`src/sv/tacm_pkg.sv`:
```
// ----------------------------------------------------------------------------
// tacm_pkg
// Shared widths, register indexes, reset values and job type for the touch
// averaging and calibration map block.
// ----------------------------------------------------------------------------
`default_nettype none

package tacm_pkg;

    localparam int COORD_W     = 12;
    localparam int SUM_W       = 16;
    localparam int COUNT_W     = 5;
    localparam int DIV_W       = 2 * COORD_W;
    localparam int REG_INDEX_W = 3;

    localparam int DEFAULT_AVERAGE_SAMPLES = 8;

    typedef logic [REG_INDEX_W-1:0] reg_index_t;

    localparam reg_index_t REG_CAL_MIN_X = 3'd0;
    localparam reg_index_t REG_CAL_MAX_X = 3'd1;
    localparam reg_index_t REG_CAL_MIN_Y = 3'd2;
    localparam reg_index_t REG_CAL_MAX_Y = 3'd3;
    localparam reg_index_t REG_RES_X     = 3'd4;
    localparam reg_index_t REG_RES_Y     = 3'd5;
    localparam reg_index_t REG_ROTATED   = 3'd6;

    localparam logic [COORD_W-1:0] RST_CAL_MIN = 12'd200;
    localparam logic [COORD_W-1:0] RST_CAL_MAX = 12'd3900;
    localparam logic [COORD_W-1:0] RST_RES_X   = 12'd320;
    localparam logic [COORD_W-1:0] RST_RES_Y   = 12'd240;

    typedef struct packed {
        logic [SUM_W-1:0]   sum;
        logic [COORD_W-1:0] lo;
        logic [COORD_W-1:0] hi;
        logic [COORD_W-1:0] res;
        logic               invert;
    } axis_job_t;

endpackage

`default_nettype wire

```
`src/sv/tacm_div.sv`:
```
// ----------------------------------------------------------------------------
// tacm_div
// Bit-serial restoring divider, one quotient bit per cycle.
// ----------------------------------------------------------------------------
`default_nettype none

module tacm_div (
    input  wire logic                       clk,
    input  wire logic                       rst_n,
    input  wire logic                       start,
    input  wire logic [tacm_pkg::DIV_W-1:0]   dividend,
    input  wire logic [tacm_pkg::COORD_W-1:0] divisor,
    output logic                            done,
    output logic [tacm_pkg::DIV_W-1:0]        quotient
);
    import tacm_pkg::*;

    localparam int CNT_W = $clog2(DIV_W);
    localparam logic [CNT_W-1:0] CNT_LAST = CNT_W'(DIV_W - 1);

    logic               busy_reg;
    logic               done_reg;
    logic [CNT_W-1:0]   cnt_reg;
    logic [DIV_W-1:0]   quo_reg;
    logic [COORD_W-1:0] rem_reg;
    logic [COORD_W-1:0] div_reg;
    logic [COORD_W:0]   shifted;
    logic [COORD_W:0]   diff;
    logic               ge;

    assign shifted = {rem_reg, quo_reg[DIV_W-1]};
    assign ge      = shifted >= {1'b0, div_reg};
    assign diff    = shifted - {1'b0, div_reg};

    always_ff @(posedge clk or negedge rst_n)
    begin
        if (!rst_n)
        begin
            busy_reg <= 1'b0;
            done_reg <= 1'b0;
            cnt_reg  <= '0;
        end
        else if (start)
        begin
            busy_reg <= 1'b1;
            done_reg <= 1'b0;
            cnt_reg  <= CNT_LAST;
        end
        else if (busy_reg)
        begin
            cnt_reg <= cnt_reg - 1'b1;
            if (cnt_reg == '0)
            begin
                busy_reg <= 1'b0;
                done_reg <= 1'b1;
            end
        end
        else
        begin
            done_reg <= 1'b0;
        end
    end

    always_ff @(posedge clk)
    begin
        if (start)
        begin
            quo_reg <= dividend;
            rem_reg <= '0;
            div_reg <= divisor;
        end
        else if (busy_reg)
        begin
            quo_reg <= {quo_reg[DIV_W-2:0], ge};
            rem_reg <= ge ? diff[COORD_W-1:0] : shifted[COORD_W-1:0];
        end
    end

    assign done     = done_reg;
    assign quotient = quo_reg;

endmodule

`default_nettype wire

```
`src/sv/tacm_mul.sv`:
```
// ----------------------------------------------------------------------------
// tacm_mul
// Shift-add multiplier, one multiplier bit per cycle.
// ----------------------------------------------------------------------------
`default_nettype none

module tacm_mul (
    input  wire logic                       clk,
    input  wire logic                       rst_n,
    input  wire logic                       start,
    input  wire logic [tacm_pkg::COORD_W-1:0] mcand,
    input  wire logic [tacm_pkg::COORD_W-1:0] mplier,
    output logic                            done,
    output logic [tacm_pkg::DIV_W-1:0]        product
);
    import tacm_pkg::*;

    localparam int CNT_W = $clog2(COORD_W);
    localparam logic [CNT_W-1:0] CNT_LAST = CNT_W'(COORD_W - 1);

    logic               busy_reg;
    logic               done_reg;
    logic [CNT_W-1:0]   cnt_reg;
    logic [DIV_W-1:0]   acc_reg;
    logic [COORD_W-1:0] mcand_reg;
    logic [COORD_W:0]   partial;

    assign partial = {1'b0, acc_reg[DIV_W-1:COORD_W]}
                   + (acc_reg[0] ? {1'b0, mcand_reg} : '0);

    always_ff @(posedge clk or negedge rst_n)
    begin
        if (!rst_n)
        begin
            busy_reg <= 1'b0;
            done_reg <= 1'b0;
            cnt_reg  <= '0;
        end
        else if (start)
        begin
            busy_reg <= 1'b1;
            done_reg <= 1'b0;
            cnt_reg  <= CNT_LAST;
        end
        else if (busy_reg)
        begin
            cnt_reg <= cnt_reg - 1'b1;
            if (cnt_reg == '0)
            begin
                busy_reg <= 1'b0;
                done_reg <= 1'b1;
            end
        end
        else
        begin
            done_reg <= 1'b0;
        end
    end

    always_ff @(posedge clk)
    begin
        if (start)
        begin
            acc_reg   <= {{COORD_W{1'b0}}, mplier};
            mcand_reg <= mcand;
        end
        else if (busy_reg)
        begin
            acc_reg <= {partial, acc_reg[COORD_W-1:1]};
        end
    end

    assign done    = done_reg;
    assign product = acc_reg;

endmodule

`default_nettype wire

```
`src/sv/tacm_axis.sv`:
```
// ----------------------------------------------------------------------------
// tacm_axis
// One axis: average by serial division, clamp, serial multiply by the
// resolution, serial divide by the window span, optional inversion.
// ----------------------------------------------------------------------------
`default_nettype none

module tacm_axis #(
    parameter int AVERAGE_SAMPLES = tacm_pkg::DEFAULT_AVERAGE_SAMPLES
) (
    input  wire logic                       clk,
    input  wire logic                       rst_n,
    input  wire logic                       start,
    input  wire tacm_pkg::axis_job_t          job,
    output logic                            done,
    output logic [tacm_pkg::COORD_W-1:0]      result
);
    import tacm_pkg::*;

    localparam logic [1:0] ST_IDLE = 2'd0;
    localparam logic [1:0] ST_AVG  = 2'd1;
    localparam logic [1:0] ST_MUL  = 2'd2;
    localparam logic [1:0] ST_MAP  = 2'd3;

    localparam logic [COORD_W-1:0] AVG_DIVISOR = COORD_W'(AVERAGE_SAMPLES);

    logic [1:0]         state_reg;
    logic [1:0]         state_next;
    logic               done_reg;
    logic [COORD_W-1:0] result_reg;
    axis_job_t          job_reg;

    logic               div_start;
    logic [DIV_W-1:0]   div_dividend;
    logic [COORD_W-1:0] div_divisor;
    logic               div_done;
    logic [DIV_W-1:0]   div_quo;
    logic               mul_start;
    logic               mul_done;
    logic [DIV_W-1:0]   mul_prod;

    logic [SUM_W-1:0]   avg;
    logic [SUM_W-1:0]   lo_w;
    logic [SUM_W-1:0]   hi_w;
    logic [SUM_W-1:0]   low_clamped;
    logic [SUM_W-1:0]   clamped;
    logic [COORD_W-1:0] offset;
    logic [COORD_W-1:0] span;
    logic [COORD_W-1:0] quo;
    logic               empty;
    logic [COORD_W-1:0] mapped;

    assign avg         = div_quo[SUM_W-1:0];
    assign lo_w        = {{(SUM_W-COORD_W){1'b0}}, job_reg.lo};
    assign hi_w        = {{(SUM_W-COORD_W){1'b0}}, job_reg.hi};
    assign low_clamped = (avg < lo_w) ? lo_w : avg;
    assign clamped     = (low_clamped > hi_w) ? hi_w : low_clamped;
    assign offset      = clamped[COORD_W-1:0] - job_reg.lo;
    assign span        = job_reg.hi - job_reg.lo;
    assign quo         = div_quo[COORD_W-1:0];
    assign empty       = job_reg.hi <= job_reg.lo;

    always_comb
    begin
        if (empty)
            mapped = job_reg.invert ? job_reg.res : '0;
        else if (job_reg.invert)
            mapped = job_reg.res - quo;
        else
            mapped = quo;
    end

    assign div_start    = ((state_reg == ST_IDLE) && start)
                        || ((state_reg == ST_MUL) && mul_done);
    assign div_dividend = (state_reg == ST_IDLE)
                        ? {{(DIV_W-SUM_W){1'b0}}, job.sum} : mul_prod;
    assign div_divisor  = (state_reg == ST_IDLE) ? AVG_DIVISOR : span;
    assign mul_start    = (state_reg == ST_AVG) && div_done;

    always_comb
    begin
        state_next = state_reg;
        unique case (state_reg)
            ST_IDLE: if (start)    state_next = ST_AVG;
            ST_AVG:  if (div_done) state_next = ST_MUL;
            ST_MUL:  if (mul_done) state_next = ST_MAP;
            ST_MAP:  if (div_done) state_next = ST_IDLE;
            default: state_next = ST_IDLE;
        endcase
    end

    always_ff @(posedge clk or negedge rst_n)
    begin
        if (!rst_n)
        begin
            state_reg <= ST_IDLE;
            done_reg  <= 1'b0;
        end
        else
        begin
            state_reg <= state_next;
            done_reg  <= (state_reg == ST_MAP) && div_done;
        end
    end

    always_ff @(posedge clk)
    begin
        if ((state_reg == ST_IDLE) && start)
            job_reg <= job;
        if ((state_reg == ST_MAP) && div_done)
            result_reg <= mapped;
    end

    tacm_div u_div (
        .clk      (clk),
        .rst_n    (rst_n),
        .start    (div_start),
        .dividend (div_dividend),
        .divisor  (div_divisor),
        .done     (div_done),
        .quotient (div_quo)
    );

    tacm_mul u_mul (
        .clk     (clk),
        .rst_n   (rst_n),
        .start   (mul_start),
        .mcand   (offset),
        .mplier  (job_reg.res),
        .done    (mul_done),
        .product (mul_prod)
    );

    assign done   = done_reg;
    assign result = result_reg;

endmodule

`default_nettype wire

```
`src/sv/touch_average_calibrate_map.sv`:
```
// ----------------------------------------------------------------------------
// touch_average_calibrate_map
// Averages pressed touch samples, clamps each axis to its calibration window
// and maps it onto the screen resolution; a release repeats the last point.
// ----------------------------------------------------------------------------
// channel   handshake               payload
// input     in_valid / in_ready     raw_x, raw_y, pressed
// output    out_valid / out_ready   out_x, out_y, held
// config    cfg_we                  cfg_index, cfg_data
//
// a pressed sample that does not complete the average is added to the sums
// the completing sample starts both axes: per axis a 24-step serial
// divider runs twice around a 12-step serial multiplier
// a release emits the held point
// reset clears configuration to defaults, sums, count and the last point
// input stalls while a point is being computed or the output is full and not taken
// ----------------------------------------------------------------------------
`default_nettype none

module touch_average_calibrate_map #(
    parameter int AVERAGE_SAMPLES = tacm_pkg::DEFAULT_AVERAGE_SAMPLES
) (
    input  wire logic                           clk,
    input  wire logic                           rst_n,
    input  wire logic                           in_valid,
    output logic                                in_ready,
    input  wire logic [tacm_pkg::COORD_W-1:0]     raw_x,
    input  wire logic [tacm_pkg::COORD_W-1:0]     raw_y,
    input  wire logic                           pressed,
    output logic                                out_valid,
    input  wire logic                           out_ready,
    output logic [tacm_pkg::COORD_W-1:0]          out_x,
    output logic [tacm_pkg::COORD_W-1:0]          out_y,
    output logic                                held,
    input  wire logic                           cfg_we,
    input  wire logic [tacm_pkg::REG_INDEX_W-1:0] cfg_index,
    input  wire logic [tacm_pkg::COORD_W-1:0]     cfg_data
);
    import tacm_pkg::*;

    localparam logic [COUNT_W-1:0] COUNT_TARGET = COUNT_W'(AVERAGE_SAMPLES);

    logic [COORD_W-1:0] cal_min_x_reg;
    logic [COORD_W-1:0] cal_max_x_reg;
    logic [COORD_W-1:0] cal_min_y_reg;
    logic [COORD_W-1:0] cal_max_y_reg;
    logic [COORD_W-1:0] res_x_reg;
    logic [COORD_W-1:0] res_y_reg;
    logic               rotated_reg;

    logic [SUM_W-1:0]   sum_x_reg;
    logic [SUM_W-1:0]   sum_y_reg;
    logic [COUNT_W-1:0] count_reg;
    logic [COORD_W-1:0] last_x_reg;
    logic [COORD_W-1:0] last_y_reg;
    logic               busy_reg;
    logic               pend_reg;
    logic               out_valid_reg;
    logic [COORD_W-1:0] out_x_reg;
    logic [COORD_W-1:0] out_y_reg;
    logic               held_reg;

    logic               slot_free;
    logic               in_fire;
    logic [SUM_W-1:0]   sum_x_next;
    logic [SUM_W-1:0]   sum_y_next;
    logic [COUNT_W-1:0] count_next;
    logic               last_sample;
    logic               launch;
    logic               load_result;
    axis_job_t          job_x;
    axis_job_t          job_y;
    logic [1:0]         ax_done;
    logic [COORD_W-1:0] ax_x;
    logic [COORD_W-1:0] ax_y;

    assign slot_free   = !out_valid_reg || out_ready;
    assign in_ready    = !busy_reg && slot_free;
    assign in_fire     = in_valid && in_ready;
    assign sum_x_next  = sum_x_reg + {{(SUM_W-COORD_W){1'b0}}, raw_x};
    assign sum_y_next  = sum_y_reg + {{(SUM_W-COORD_W){1'b0}}, raw_y};
    assign count_next  = count_reg + 1'b1;
    assign last_sample = count_next >= COUNT_TARGET;
    assign launch      = in_fire && pressed && last_sample;
    assign load_result = pend_reg && slot_free;

    always_comb
    begin
        job_x.sum    = rotated_reg ? sum_y_next : sum_x_next;
        job_x.lo     = rotated_reg ? cal_min_y_reg : cal_min_x_reg;
        job_x.hi     = rotated_reg ? cal_max_y_reg : cal_max_x_reg;
        job_x.res    = res_x_reg;
        job_x.invert = 1'b0;
        job_y.sum    = rotated_reg ? sum_x_next : sum_y_next;
        job_y.lo     = rotated_reg ? cal_min_x_reg : cal_min_y_reg;
        job_y.hi     = rotated_reg ? cal_max_x_reg : cal_max_y_reg;
        job_y.res    = res_y_reg;
        job_y.invert = rotated_reg;
    end

    // configuration
    always_ff @(posedge clk or negedge rst_n)
    begin
        if (!rst_n)
        begin
            cal_min_x_reg <= RST_CAL_MIN;
            cal_max_x_reg <= RST_CAL_MAX;
            cal_min_y_reg <= RST_CAL_MIN;
            cal_max_y_reg <= RST_CAL_MAX;
            res_x_reg     <= RST_RES_X;
            res_y_reg     <= RST_RES_Y;
            rotated_reg   <= 1'b0;
        end
        else if (cfg_we)
        begin
            unique case (cfg_index)
                REG_CAL_MIN_X: cal_min_x_reg <= cfg_data;
                REG_CAL_MAX_X: cal_max_x_reg <= cfg_data;
                REG_CAL_MIN_Y: cal_min_y_reg <= cfg_data;
                REG_CAL_MAX_Y: cal_max_y_reg <= cfg_data;
                REG_RES_X:     res_x_reg     <= cfg_data;
                REG_RES_Y:     res_y_reg     <= cfg_data;
                REG_ROTATED:   rotated_reg   <= cfg_data[0];
                default:       ;
            endcase
        end
    end

    // accumulation and result control
    always_ff @(posedge clk or negedge rst_n)
    begin
        if (!rst_n)
        begin
            sum_x_reg     <= '0;
            sum_y_reg     <= '0;
            count_reg     <= '0;
            last_x_reg    <= '0;
            last_y_reg    <= '0;
            busy_reg      <= 1'b0;
            pend_reg      <= 1'b0;
            out_valid_reg <= 1'b0;
        end
        else
        begin
            if (in_fire)
            begin
                if (!pressed || last_sample)
                begin
                    sum_x_reg <= '0;
                    sum_y_reg <= '0;
                    count_reg <= '0;
                end
                else
                begin
                    sum_x_reg <= sum_x_next;
                    sum_y_reg <= sum_y_next;
                    count_reg <= count_next;
                end
            end

            if (launch)
                busy_reg <= 1'b1;
            else if (load_result)
                busy_reg <= 1'b0;

            if (ax_done[0] && ax_done[1])
                pend_reg <= 1'b1;
            else if (load_result)
                pend_reg <= 1'b0;

            if (load_result)
            begin
                last_x_reg <= ax_x;
                last_y_reg <= ax_y;
            end

            if ((in_fire && !pressed) || load_result)
                out_valid_reg <= 1'b1;
            else if (out_ready)
                out_valid_reg <= 1'b0;
        end
    end

    always_ff @(posedge clk)
    begin
        if (in_fire && !pressed)
        begin
            out_x_reg <= last_x_reg;
            out_y_reg <= last_y_reg;
            held_reg  <= 1'b1;
        end
        else if (load_result)
        begin
            out_x_reg <= ax_x;
            out_y_reg <= ax_y;
            held_reg  <= 1'b0;
        end
    end

    tacm_axis #(
        .AVERAGE_SAMPLES (AVERAGE_SAMPLES)
    ) u_axis_x (
        .clk    (clk),
        .rst_n  (rst_n),
        .start  (launch),
        .job    (job_x),
        .done   (ax_done[0]),
        .result (ax_x)
    );

    tacm_axis #(
        .AVERAGE_SAMPLES (AVERAGE_SAMPLES)
    ) u_axis_y (
        .clk    (clk),
        .rst_n  (rst_n),
        .start  (launch),
        .job    (job_y),
        .done   (ax_done[1]),
        .result (ax_y)
    );

    assign out_valid = out_valid_reg;
    assign out_x     = out_x_reg;
    assign out_y     = out_y_reg;
    assign held      = held_reg;

endmodule

`default_nettype wire

```
`config.mk`:
```
export PLATFORM = sky130hd
export DESIGN_NAME = touch_average_calibrate_map
export DESIGN_NICKNAME = d
export VERILOG_FILES = /design/src/sv/tacm_pkg.sv /design/src/sv/tacm_div.sv /design/src/sv/tacm_mul.sv /design/src/sv/tacm_axis.sv /design/src/sv/touch_average_calibrate_map.sv
export SDC_FILE = /design/constraint.sdc
export NUM_CORES = 1
export LEC_CHECK = 0
export ABC_AREA = 0
export BUFFER_PORTS_ARGS = -buffer_cell sky130_fd_sc_hd__buf_2
export CORE_ASPECT_RATIO = 1.4
export CORE_MARGIN = 2
export CORE_UTILIZATION = 30
export DETAILED_ROUTE_END_ITERATION = 7
export GPL_ROUTABILITY_DRIVEN = 0
export GPL_TIMING_DRIVEN = 0
export HOLD_SLACK_MARGIN = 0.03
export SYNTH_ARGS = -nofsm -noshare
export SYNTH_HDL_FRONTEND = slang
export SYNTH_SLANG_ARGS = --single-unit
```
`constraint.sdc`:
```
create_clock -name clk -period 6.1 [get_ports clk]
set_input_delay 0.305 -clock clk [delete_from_list [all_inputs] [get_ports clk]]
set_output_delay 0.305 -clock clk [all_outputs]
set_load 0.005 [all_outputs]
```
==> flow_metrics.py <==
metrics = {
    "die": {
        "start_util_pct": 30.26,
        "die_area_mm2": 0.09012,
        "core_mm2": 0.08696,
        "die-height_um": 354.4,
        "rows": 128,
        "ios": 72,
        "die_width_um": 254.3,
    },
    "yosys": {
        "yosys_warnings": 0,
        "synth_edf_count": 241,
        "ys_types": 82,
        "syn_nets": 2730,
        "ys_ff_latch": 459,
        "synth-main-ff-cell": "edfxtp_1",
        "async_flop_share_pct": 36.82,
        "syn_inst": 2483,
        "netlist_area_mm2": 0.02631,
        "postSynthAreaPerCell_um2": 10.60,
        "ys_seq_area_share_pct": 47.44,
    },
    "power_and_ir_drop": {
        "powerDensity_mw_per_mm2": 419.1,
        "leakage_uw": 0.01237,
        "ir_drop_v": 0.0002236,
        "finalPower_uw": 12530,
    },
    "timing": {
        "setup-tns-final_ns": 0,
        "hold_violations": 0,
        "hold_ws_ns": 0.06170,
        "period_share_pct": 94.20,
        "tightestPinTransition_ns": 1.382,
        "max_freq_ghz": 0.1740,
        "finalSetupViolations": 0,
        "fin_skew_ns": 0.02658,
        "slew_violations": 0,
        "min_period_ns": 5.746,
        "max-slew-margin-rel_pct": 7.859,
    },
    "cts": {
        "clk_latency_ns": 0.60,
        "htree_levels": 2,
        "tritoncts": "built",
        "cts_buffers": 45,
        "clock_sinks": 459,
        "clk_pin_slew_ns": 0.07,
        "cts_root_buffer": "clkbuf_16",
        "cts_buffer_depth": 3,
    },
    "worst_hold_path": {
        "hp-class": "in2reg",
    },
    "routing": {
        "drtIter0Drc": 1172,
        "route.detailed.drc": 0,
        "vias": 19421,
        "detail-route-antenna-nets": 0,
        "vias_per_cell": 5.084,
        "firstDrtPassIters": 6,
        "wl_um": 73960,
        "routedWlPerCell_um": 19.36,
    },
    "grt": {
        "grt_pass1_vias": 19459,
        "grt.busiest_layer": "met2",
        "gr-usage-met2_pct": 30.14,
        "antenna_found_initial": 11,
        "met1_usage_pct": 18.76,
        "use_met3_pct": 2.413,
        "grt_max_degree": 102,
        "overflow": 0,
        "grt_first_pass_wirelength_um": 113100,
        "grt_usage_pct": 16.37,
    },
    "placed_design": {
        "placed_cells": 3727,
        "portBuffers": 71,
        "dp_hpwl_um": 56930,
    },
    "final_layout": {
        "instances_no_fill": 3820,
        "drive_gt1_share_pct": 15.60,
        "area_delta_synth_final_pct": 13.63,
        "final_common_cell": "nand2_1",
        "largest_register_ffs": 25,
        "fin_nets": 2858,
        "final_cell_mix": "nand2_1, edfxtp_1, ha_1",
    },
    "run_status": {
        "status": "finished clean",
    },
    "critical_path": {
        "startpoint_type": "register",
        "arrival_ns": 6.08,
        "cp_data_required_time_ns": 6.43,
        "crit_type": "reg2reg",
        "critPathCaptureType": "register",
        "worstPathMaxFanout": 10,
    },
    "flow_run": {
        "max_cap_violations": 0,
    },
}
cells in the mapped netlist (all sizes together) (38+ instances only):
cell type	n	area share, %
mux2	183	7.8
xnor2	57	1.9
mux2i	44	1.7
o21ai	174	3.3
a21oi	125	2.4
nor2	128	1.8
edfxtp	241	28
nand2	243	3.5
nand3	44	0.84
dfrtp	141	13
a21o	41	1.2
o21a	40	1.1
clkbuf	71	1.0
ha	191	9.1
nor3	58	1.1
inv	157	2.2
and2	38	0.90
dfxtp	49	3.7
critical path, cell delays in order (launching register included):
cell and delay, ns:
edfxtp_1 0.52, inv_2 0.16, ha_1 0.24, o21ai_0 0.14, o21ai_1 0.11, a211oi_2 0.29
o21bai_2 0.12, buf_4 0.19, mux2_2 0.29, ha_1 0.30, nor2b_1 0.15, o211ai_1 0.10
a21oi_1 0.20, nor3_2 0.08, o21ai_2 0.21, buf_4 0.22, nor2_1 0.06, a21oi_1 0.13
ha_1 0.18, inv_1 0.06, fa_1 0.41, a21o_1 0.19, a21oi_1 0.20, o21bai_1 0.10
a21oi_2 0.18, o21a_1 0.21, nor3_1 0.08, a311o_1 0.34
kinds of logic after synthesis:
group                      after synthesis  synth area share, %
and+or+nand+nor                        696                12.83
AOI/OAI and AO/OA                      560                13.66
DFF                                    459                47.44
buffers and inverters                  247                3.576
muxes                                  227                9.506
adders and majority gates              202                9.920
xor gates and xnor gates                92                3.062
cell type report:
type / instances / area (µm²)
timing repair buffer: 81 / 483.0
buffer: 88 / 355.3
clock inverter: 26 / 254.0
antenna: 3 / 7.507
tap: 1170 / 1464
fill: 8697 / 57070
sequential: 459 / 12480
inverter: 159 / 596.8
multi-input combinational: 1777 / 12950
clock buffer: 57 / 1306
layer usage:
metal | routed length (µm) | vias up
met5 | 72 | -
li1 | - | 9312
met3 | 3269 | 159
met4 | 2865 | 14
met2 | 38670 | 442
met1 | 29080 | 9494
where the power goes:
group | leakage, µW | switching, µW | internal [µW]
registers | 0.00472 | 638 | 4190
logic | 0.00689 | 2780 | 1960
clock network | 0.000757 | 1300 | 1670
total | 0.0124 | 4710 | 7820
metrics by stage:
| step | worst slack (ns) | area [µm²] | utilization (%) |
|---|---|---|---|
| after CTS | 0.005139 | 29810 | 34.28 |
| after global placement | -0.3312 | 28130 | 32.35 |
| final | 0.3541 | 29900 | 34.38 |
| after floorplan | 0.7062 | 26310 | - |
| after global routing | -0.02122 | 29900 | 34.38 |
| after detailed placement | -0.4161 | 28220 | 32.45 |
what timing repair did:
item	4_1_cts	5_1_grt
hold endpoints to repair	68	0
setup endpoints to repair	3	7
hold buffers	1	0
resized for setup	7	14
pin swaps	1	2
buffers inserted	0	6
final timing paths:
check,slack (ns),start,cells past startpoint,end
worst max-delay path,0.35,u_axis_x.job_reg[26],27,u_axis_x.u_mul.mcand_reg[10]
worst min-delay path,0.06,cfg_data[0],3,rotated_reg
worst max register to register,0.35,u_axis_x.job_reg[26],27,u_axis_x.u_mul.mcand_reg[10]
worst min register to register,0.44,res_y_reg[1],0,u_axis_y.job_reg[2]
max in group asynchronous,4.86,rst_n,3,cal_max_x_reg[7]
min in group asynchronous,0.25,rst_n,2,count_reg[3]
Note: power is estimated with default switching activity, not from simulation.
